**config.mk**
```make
export PLATFORM = sky130hd
export DESIGN_NAME = lfsr_block_scrambler_descrambler
export DESIGN_NICKNAME = d
export VERILOG_FILES = /design/src/sv/lbsd_pkg.sv /design/src/sv/lbsd_fifo.sv /design/src/sv/lfsr_block_scrambler_descrambler.sv
export SDC_FILE = /design/constraint.sdc
export NUM_CORES = 1
export LEC_CHECK = 0
export ABC_AREA = 1
export BUFFER_PORTS_ARGS = -buffer_cell sky130_fd_sc_hd__buf_4
export CORE_MARGIN = 10
export CORE_UTILIZATION = 55
export DETAILED_ROUTE_END_ITERATION = 8
export MAX_ROUTING_LAYER = met4
export PLACE_DENSITY = 0.86
export SLEW_MARGIN = 20
export SYNTH_ARGS = -nofsm -noshare
export SYNTH_HDL_FRONTEND = slang
export SYNTH_SLANG_ARGS = --single-unit
```
**constraint.sdc**
```tcl
create_clock -name clk -period 2.4 [get_ports clk]
set_input_delay 0.36 -clock clk [delete_from_list [all_inputs] [get_ports clk]]
set_output_delay 0.36 -clock clk [all_outputs]
set_load 0.03 [all_outputs]
```
**src/sv/lbsd_pkg.sv**
```systemverilog
// ----------------------------------------------------------------------------
// lbsd_pkg
// Types, seeds and single-bit LFSR steps shared by the block scrambler and
// its result queue.
// ----------------------------------------------------------------------------
package lbsd_pkg;

	localparam int unsigned SR_W = 9;
	localparam int unsigned SKIP_BITS = 5;
	localparam int unsigned FLUSH_BITS = 5;
	localparam int unsigned KEEP_BITS = 8 - SKIP_BITS;

	localparam logic [SR_W-1:0] TX_SEED = 9'h00f;
	localparam logic [SR_W-1:0] RX_SEED = 9'h1f0;

	localparam logic MODE_SCRAMBLE = 1'b0;
	localparam logic MODE_DESCRAMBLE = 1'b1;

	typedef struct packed {
		logic [7:0] data;
		logic       last;
	} result_t;

	// Up to two result items pushed into the queue in one cycle
	typedef struct packed {
		logic [1:0] n;
		result_t    e0;
		result_t    e1;
	} push_t;

	// Scrambler step: returns {output bit, next register}
	function automatic logic [SR_W:0] scr_step(input logic [SR_W-1:0] s, input logic b);
		logic [SR_W-1:0] nxt;
		nxt = {b ^ s[0], s[8:1]};
		nxt[3] = s[4] ^ s[0];
		return {s[4] ^ s[0], nxt};
	endfunction

	// Descrambler step: returns {output bit, next register}
	function automatic logic [SR_W:0] dscr_step(input logic [SR_W-1:0] s, input logic b);
		logic [SR_W-1:0] nxt;
		nxt = {b, s[8:1]};
		nxt[3] = s[4] ^ b;
		return {b ^ s[0], nxt};
	endfunction

endpackage

```
**src/sv/lbsd_fifo.sv**
```systemverilog
// ----------------------------------------------------------------------------
// lbsd_fifo
// Four-entry result queue; takes zero, one or two items per cycle and
// hands out one item per cycle on a valid/ready channel.
// ----------------------------------------------------------------------------
module lbsd_fifo (
	input  logic             clk,
	input  logic             arst_n,
	input  lbsd_pkg::push_t  push,
	output logic             room2,
	output logic             out_valid,
	input  logic             out_ready,
	output lbsd_pkg::result_t out_item
);
	import lbsd_pkg::*;

	result_t    mem_q [4];
	logic [1:0] wr_ptr_q;
	logic [1:0] rd_ptr_q;
	logic [2:0] count_q;
	logic       pop;

	assign out_valid = (count_q != 3'd0);
	assign out_item  = mem_q[rd_ptr_q];
	assign pop       = out_valid && out_ready;
	assign room2     = (count_q <= 3'd2);

	always_ff @(posedge clk) begin
		if (push.n != 2'd0) begin
			mem_q[wr_ptr_q] <= push.e0;
		end
		if (push.n == 2'd2) begin
			mem_q[wr_ptr_q + 2'd1] <= push.e1;
		end
	end

	always_ff @(posedge clk or negedge arst_n) begin
		if (!arst_n) begin
			wr_ptr_q <= '0;
			rd_ptr_q <= '0;
			count_q  <= '0;
		end else begin
			wr_ptr_q <= wr_ptr_q + push.n;
			if (pop) begin
				rd_ptr_q <= rd_ptr_q + 2'd1;
			end
			count_q <= count_q + {1'b0, push.n} - {2'b00, pop};
		end
	end

endmodule

```
**src/sv/lfsr_block_scrambler_descrambler.sv**
```systemverilog
// ----------------------------------------------------------------------------
// lfsr_block_scrambler_descrambler
// 9-bit LFSR block scrambler (mode 0) and descrambler (mode 1), one byte
// per item, with per-block seeding, lead-bit skip and tail flush.
// ----------------------------------------------------------------------------
// Input bytes are registered, then the whole byte (plus five flush bits on a
// block's last byte when scrambling) goes through the unrolled LFSR
// combinationally and its results drop into a four-entry queue. One input
// item per cycle is sustained while the queue has room for two items. When
// scrambling, the first byte of a multi-byte block yields no result and its
// last byte yields two, so the output port, at most one item per cycle, sets
// the rate over a block. Writing mode abandons any block in progress; write
// it only while the block is idle.
module lfsr_block_scrambler_descrambler (
	input  logic       clk,
	input  logic       arst_n,
	input  logic       cfg_we,
	input  logic       cfg_wdata,
	input  logic       in_valid,
	output logic       in_ready,
	input  logic [7:0] data_byte,
	input  logic       block_end,
	output logic       out_valid,
	input  logic       out_ready,
	output logic [7:0] result_byte,
	output logic       result_last
);
	import lbsd_pkg::*;

	logic                valid_s1;
	logic [7:0]          data_s1;
	logic                last_s1;
	logic                mode_q;
	logic [SR_W-1:0]     sr_q;
	logic [KEEP_BITS-1:0] acc_q;
	logic                start_q;

	logic                room2;
	logic                adv;
	push_t               push;
	result_t             out_item;

	logic [SR_W-1:0]     sr_c;
	logic [SR_W:0]       stp;
	logic [7:0]          sb;
	logic [FLUSH_BITS-1:0] fb;
	logic [SR_W-1:0]     sr_next;

	assign adv      = valid_s1 && room2;
	assign in_ready = !valid_s1 || room2;

	always_ff @(posedge clk) begin
		if (in_valid && in_ready) begin
			data_s1 <= data_byte;
			last_s1 <= block_end;
		end
	end

	always_ff @(posedge clk or negedge arst_n) begin
		if (!arst_n) begin
			valid_s1 <= 1'b0;
		end else if (in_ready) begin
			valid_s1 <= in_valid;
		end
	end

	always_comb begin
		sr_c = sr_q;
		if (start_q) begin
			sr_c = (mode_q == MODE_DESCRAMBLE) ? RX_SEED : TX_SEED;
		end
		sb = '0;
		fb = '0;
		for (int i = 7; i >= 0; i--) begin
			if (mode_q == MODE_DESCRAMBLE) begin
				stp = dscr_step(sr_c, data_s1[i]);
			end else begin
				stp = scr_step(sr_c, data_s1[i]);
			end
			sb[i] = stp[SR_W];
			sr_c  = stp[SR_W-1:0];
		end
		sr_next = sr_c;
		for (int j = FLUSH_BITS - 1; j >= 0; j--) begin
			stp   = scr_step(sr_c, 1'b0);
			fb[j] = stp[SR_W];
			sr_c  = stp[SR_W-1:0];
		end

		push = '0;
		if (adv) begin
			if (mode_q == MODE_DESCRAMBLE) begin
				push.n  = 2'd1;
				push.e0 = '{data: sb, last: last_s1};
			end else if (start_q) begin
				push.n  = last_s1 ? 2'd1 : 2'd0;
				push.e0 = '{data: {sb[KEEP_BITS-1:0], fb}, last: 1'b1};
			end else begin
				push.n  = last_s1 ? 2'd2 : 2'd1;
				push.e0 = '{data: {acc_q, sb[7:KEEP_BITS]}, last: 1'b0};
				push.e1 = '{data: {sb[KEEP_BITS-1:0], fb}, last: 1'b1};
			end
		end
	end

	always_ff @(posedge clk or negedge arst_n) begin
		if (!arst_n) begin
			mode_q  <= MODE_SCRAMBLE;
			sr_q    <= TX_SEED;
			acc_q   <= '0;
			start_q <= 1'b1;
		end else if (cfg_we) begin
			mode_q  <= cfg_wdata;
			acc_q   <= '0;
			start_q <= 1'b1;
		end else if (adv) begin
			sr_q    <= sr_next;
			acc_q   <= sb[KEEP_BITS-1:0];
			start_q <= last_s1;
		end
	end

	lbsd_fifo u_fifo (
		.clk       (clk),
		.arst_n    (arst_n),
		.push      (push),
		.room2     (room2),
		.out_valid (out_valid),
		.out_ready (out_ready),
		.out_item  (out_item)
	);

	assign result_byte = out_item.data;
	assign result_last = out_item.last;

endmodule
```
## Word-level counts from Yosys, hierarchy flattened

Memory sizes are Yosys's and may differ from the RTL's.
Cells that the tools add are included.

| word-level totals | value |
|---|---|
| register bits after elaboration | 31 |
| bits in writable memories | 36 |
| input port bits | 15 |
| output and inout bits | 11 |
| word-level logic and storage cells | 82 |
| memories | 1 |

Memories:

| name | words | width | read ports | clocked after memory_dff | write ports | RTL line | text |
|---|---|---|---|---|---|---|---|
| u_fifo.mem_q | 4 | 9 | 1 | 0 | 2 | lbsd_fifo.sv:17 | `result_t mem_q [4];` |

| cells by class | value |
|---|---|
| add/subtract/negate cells | 5 |
| order comparisons | 1 |
| eq/ne operators | 1 |
| mux-type cells | 25 |
| bitwise logic cells | 30 |
| reduce and logical (&&, ||, !) cells | 9 |

Operators with widths:

| operator | number |
|---|---|
| two-way mux 10 bit | 8 |
| two-way mux 9 bit | 4 |
| XOR 1 bit | 29 |
| two-way mux 11 bit | 2 |
| two-way mux 20 bit | 1 |
| two-way mux 1 bit | 7 |
| two-way mux 3 bit | 2 |
| adder 2 x 1 -> 2 bit, second input constant | 2 |
| nonzero test 2 bit | 2 |
| adder 3 x 2 -> 3 bit | 1 |
| less-or-equal comparator 3 x 2 -> 1 bit, second input constant | 1 |
| logical AND 1 bit | 3 |
| nonzero test 3 bit | 1 |
| subtractor 3 x 1 -> 3 bit | 1 |
| adder 2 bit | 1 |
| == test 2 bit, second input constant | 1 |
| two-way mux 2 bit | 1 |
| AND reduction 2 bit | 1 |
| zero test 1 bit | 1 |
| logical OR 1 bit | 1 |
| inverter 1 bit | 1 |

## Longest topological paths before layout

| logic depth | value |
|---|---|
| depth after elaboration | 26 |
| depth in mapped cells | 15 |
| depth with buffers taken out | 14 |

## Cells and area by module

Synthesis repeated with hierarchy kept, for this count alone.

| second synthesis, totals | value |
|---|---|
| cells, all modules | 563 |
| area, all modules | 4216.5 µm² |

Modules (own cells, without submodules):

| module | instances | cells an instance | area an instance (µm²) | seq. area each (µm²) |
|---|---|---|---|---|
| lbsd_fifo | 1 | 296 | 2354.8 | 1256.2 |
| lfsr_block_scrambler_descrambler | 1 | 267 | 1861.8 | 651.9 |

## Worst setup path after synthesis

Ideal clock, no wire load.

| path | value |
|---|---|
| path type | reg2reg |
| from | register start_q |
| to | memory u_fifo.mem_q[0][0] (netlist bit) (enable) |
| setup time | 387 ps |
| arrival time | 1932 ps |
| data required time | 2013 ps |
| slack | 81 ps |
| cell stages (with the launch flop) | 7 |
| buffers on the path | 0 |
| period minus slack after synthesis | 2319 ps |
| path through | dfstp_2 > inv_2 > ha_1 > nor2_1 > nor2_4 > nor2_1 > o21ai_0 |

RTL lines:

| item | RTL line | text |
|---|---|---|
| start: declaration | lfsr_block_scrambler_descrambler.sv:36 | `logic start_q;` |
| start signal: assignment | lfsr_block_scrambler_descrambler.sv:119 | `start_q <= last_s1;` |
| end: declaration | lbsd_fifo.sv:17 |  |

==> run_results.csv <==
group,metric,value,unit
route,wl,9660,µm
place,place_congestion,0.937,
global_routing,grt_start_max_net_pins,23,
final_layout,area_delta_synth_final,12.9,%
floorplanning,fp.dieH,106,µm
setup_path,critPathLaunchType,"register",
logic_synthesis,synthDistinctLibCells,35,
place,port_buffers,25,
power,seqPwrFrac,32.8,%
setup_path,ff2ff_path_depth,10,
logic_synthesis,syn_nets,528,
timing,period_needed,2180,ps
global_routing,overflow,0,
final_layout,utilization,63.8,%
logic_synthesis,yosysSeqAreaShare,46.5,%
setup_path,reg2reg_slack,220,ps
route,drc_errors,0,
clock_network,cts_tree,"yes",
worst_hold_path,hold_depth,1,
global_routing,grt_usage,17.9,%
setup_path,slowest_stage,"dfstp_2",
logic_synthesis,synth_area,4100,µm²
clock_network,clk_pin_slew,80,ps
power,p_comb_share,54.0,%
clock_network,holdBufCountCts,1,
setup_path,crit_type,"register to register",
place,hpwl,7410,µm
logic_synthesis,synth_ff_type,"edfxtp_1",
timing,setup_viol,0,
worst_hold_path,hold_end,"data_s1[1]$_DFFE_PP_",
final_layout,nNetsFinal,567,
route,ant_nets,0,
global_routing,grt_pass1_vias,3312,
global_routing,antenna_found_initial,0,
timing,fmaxAchievable,0.458,GHz
final_layout,drive_above_1_share,18.7,%
route,vias,3549,
power,p_sw,0.00292,W
floorplanning,initial_core_util,56.5,%
timing,slew_viol_final,0,
run,cap_violations,0,
power,powerDensity,1330,nW/µm²
floorplanning,ios,26,
route,vias_per_cell,5.46,
timing,fin_tns_setup,0,ps
setup_path,cp_common_cell,"nor2_4",
setup_path,reg2reg_to,"u_fifo.mem_q[2][3]$_DFFE_PP_",
timing,rsz0062_at_grt,"false",
timing,min_period_over_period,91.0,%
logic_synthesis,yosysMostFrequentCell,"nand2_1",
clock_network,clock_path_buffers,2,
clock_network,cts_buffers,9,
setup_path,cp_max_fo,9,
floorplanning,core_area,7250,µm²
clock_network,cts_resized,0,
timing,tightest_slew,447,ps
logic_synthesis,yosys_register_bits,67,
worst_hold_path,min_from,"data_byte[1]",
final_layout,n_antenna_cell,0,
clock_network,root_buffer,"clkbuf_8",
logic_synthesis,netlist_instances,507,
floorplanning,row_count,31,
power,switching_share,47.3,%
power,ir_drop,0.000839,V
setup_path,crit_chain,"inv_2 > ha_1 > nor2_1 > nor2_4 > nor2_4 > inv_4 > nor2_4 > inv_1 > o21ai_0 > buf_4",
logic_synthesis,synth_top_cell_area_share,33.0,%
logic_synthesis,yosysTopAreaCell,"edfxtp_1",
logic_synthesis,synth.area.top_cells,"edfxtp_1 33%, nand2_1 13%, dfrtp_1 10%",
logic_synthesis,ys_async_sr_fraction,32.8,%
floorplanning,dieArea,11300,µm²
timing,hold_viol_final,0,
run_status,status,"finished clean",
clock_network,post_cts_buffers,0,
setup_path,endpoint_kind,"register",
setup_path,slowest_delay,540,ps
global_routing,grt_pass1_wl,16300,µm
final_layout,stdcell_count,650,
timing,timing.hold.ws,177,ps
worst_hold_path,hold_class,"input pin to register",
route,first_pass_iters,5,
logic_synthesis,synth_edf_count,45,
clock_network,htreeDepth,3,
logic_synthesis,ys.warnings.count,0,
power,pwr-share-clk,13.2,%
logic_synthesis,avgSynthCellArea,8.09,µm²
timing,skew,9.54,ps
route,wl_per_cell,14.9,µm
place,dpl-instance-area,4450,µm²
final_layout,fin_area,4630,µm²
clock_network,clock_latency,350,ps
place,dp_cells,633,
timing,relSlewSlack,70.1,%
logic_synthesis,synth_top_cells_by_count,"140 x nand2_1, 67 x nand3_1, 45 x edfxtp_1",
setup_path,required,2450,ps
power,leakagePower,2.07,nW
route,drt_iter0_markers,183,
floorplanning,die_x,106,µm
setup_path,worstPathArrival,2240,ps
power,p_int,0.00325,W
setup_path,rr_startpoint,"start_q$_DFFE_PN1P_",
clock_network,clock-sinks,67,
[cell type report]
cell class,count,area (µm²)
clock buffer,9,124
clock inverter,7,45.0
fill,627,2630
timing repair buffer,43,325
multi-input combinational,372,1900
inverter,53,204
sequential,67,1910
tap,99,124
[flip-flops by register name (all words and copies together) (netlist names)]
| signal | count |
|---|---|
| data_s1 | 8 |
| u_fifo.rd_ptr_q | 2 |
| last_s1 | 1 |
| acc_q | 3 |
| mode_q | 1 |
| u_fifo.count_q | 3 |
| start_q | 1 |
| valid_s1 | 1 |
| u_fifo.wr_ptr_q | 2 |
| u_fifo.mem_q | 36 |
| sr_q | 9 |
[worst max-delay path, delay by kind of cell, from the launching register on]
kind	cells	cell delay, ps
AND/OR/NAND/NOR	4	460
adder cells (fa/ha/maj)	1	280
buffers and inverters	4	500
AO/OA/AOI/OAI	1	120
flip-flops	1	540
[metrics by stage]
step                total power (W)  setup slack [ps]
finish                      0.00617               216
global route                0.00668              15.8
CTS                         0.00617               210
detailed placement          0.00536               244
global placement            0.00525               287
floorplan                   0.00441              80.8
[metal layers]
layer	track usage, %	share of wire (%)	vias to the layer above	wire, µm
li1	-	-	1793	-
met4	6.87	1.9	0	182
met5	-	0	-	0
met2	27.9	47	133	4520
met3	3.20	5.4	18	521
met1	22.8	46	1605	4440
[logic make-up (layout without fill, tap and decap cells)]
| family | Yosys count | after routing | share of synthesized area (%) |
|---|---|---|---|
| simple gates | 272 | 272 | 31.5 |
| fa+ha+maj | 6 | 6 | 2.01 |
| xor+xnor | 6 | 6 | 1.28 |
| flops | 67 | 67 | 46.5 |
| buf+inv | 68 | 112 | 7.17 |
| compound gates | 88 | 88 | 11.5 |
[power by group through the flow]
stage	sequential (W)	clock, W	combinational [W]
final	0.00202	0.000812	0.00333
after global routing	0.00207	0.000878	0.00373
after CTS	0.00202	0.000818	0.00333
after detailed placement	0.00205	0	0.00332
after global placement	0.00203	0	0.00322
after floorplan	0.00197	0	0.00244
[worst max path at each step]
stage / depth (start not counted) / slack, ps / start / end
4_1_cts: 10 / 210 / start_q$_DFFE_PN1P_ / u_fifo.mem_q[3][1]$_DFFE_PP_
3_3_place_gp: 10 / 290 / start_q$_DFFE_PN1P_ / u_fifo.mem_q[3][6]$_DFFE_PP_
6_report: 10 / 220 / start_q$_DFFE_PN1P_ / u_fifo.mem_q[2][3]$_DFFE_PP_
2_1_floorplan: 6 / 80 / start_q$_DFFE_PN1P_ / u_fifo.mem_q[0][0]$_DFFE_PP_
3_5_place_dp: 10 / 240 / start_q$_DFFE_PN1P_ / u_fifo.mem_q[3][7]$_DFFE_PP_
5_1_grt: 14 / 20 / start_q$_DFFE_PN1P_ / u_fifo.mem_q[2][3]$_DFFE_PP_
[layout by cell type, fill, tap and decap left out, drive strengths merged]
cell / instances
nand3: 76
fa: 1
clkinvlp: 1
dlygate4sd3: 1
o22ai: 12
ha: 5
a21boi: 2
dfstp: 5
xnor2: 2
buf: 42
a31oi: 1
edfxtp: 45
xor2: 4
or2: 1
nor2: 40
inv: 51
dfrtp: 17
a21oi: 10
nand2: 148
o211ai: 1
nand4: 6
clkinv: 8
o21ai: 62
clkbuf: 9
and3: 1
Note: power is estimated with default switching activity, not from simulation.
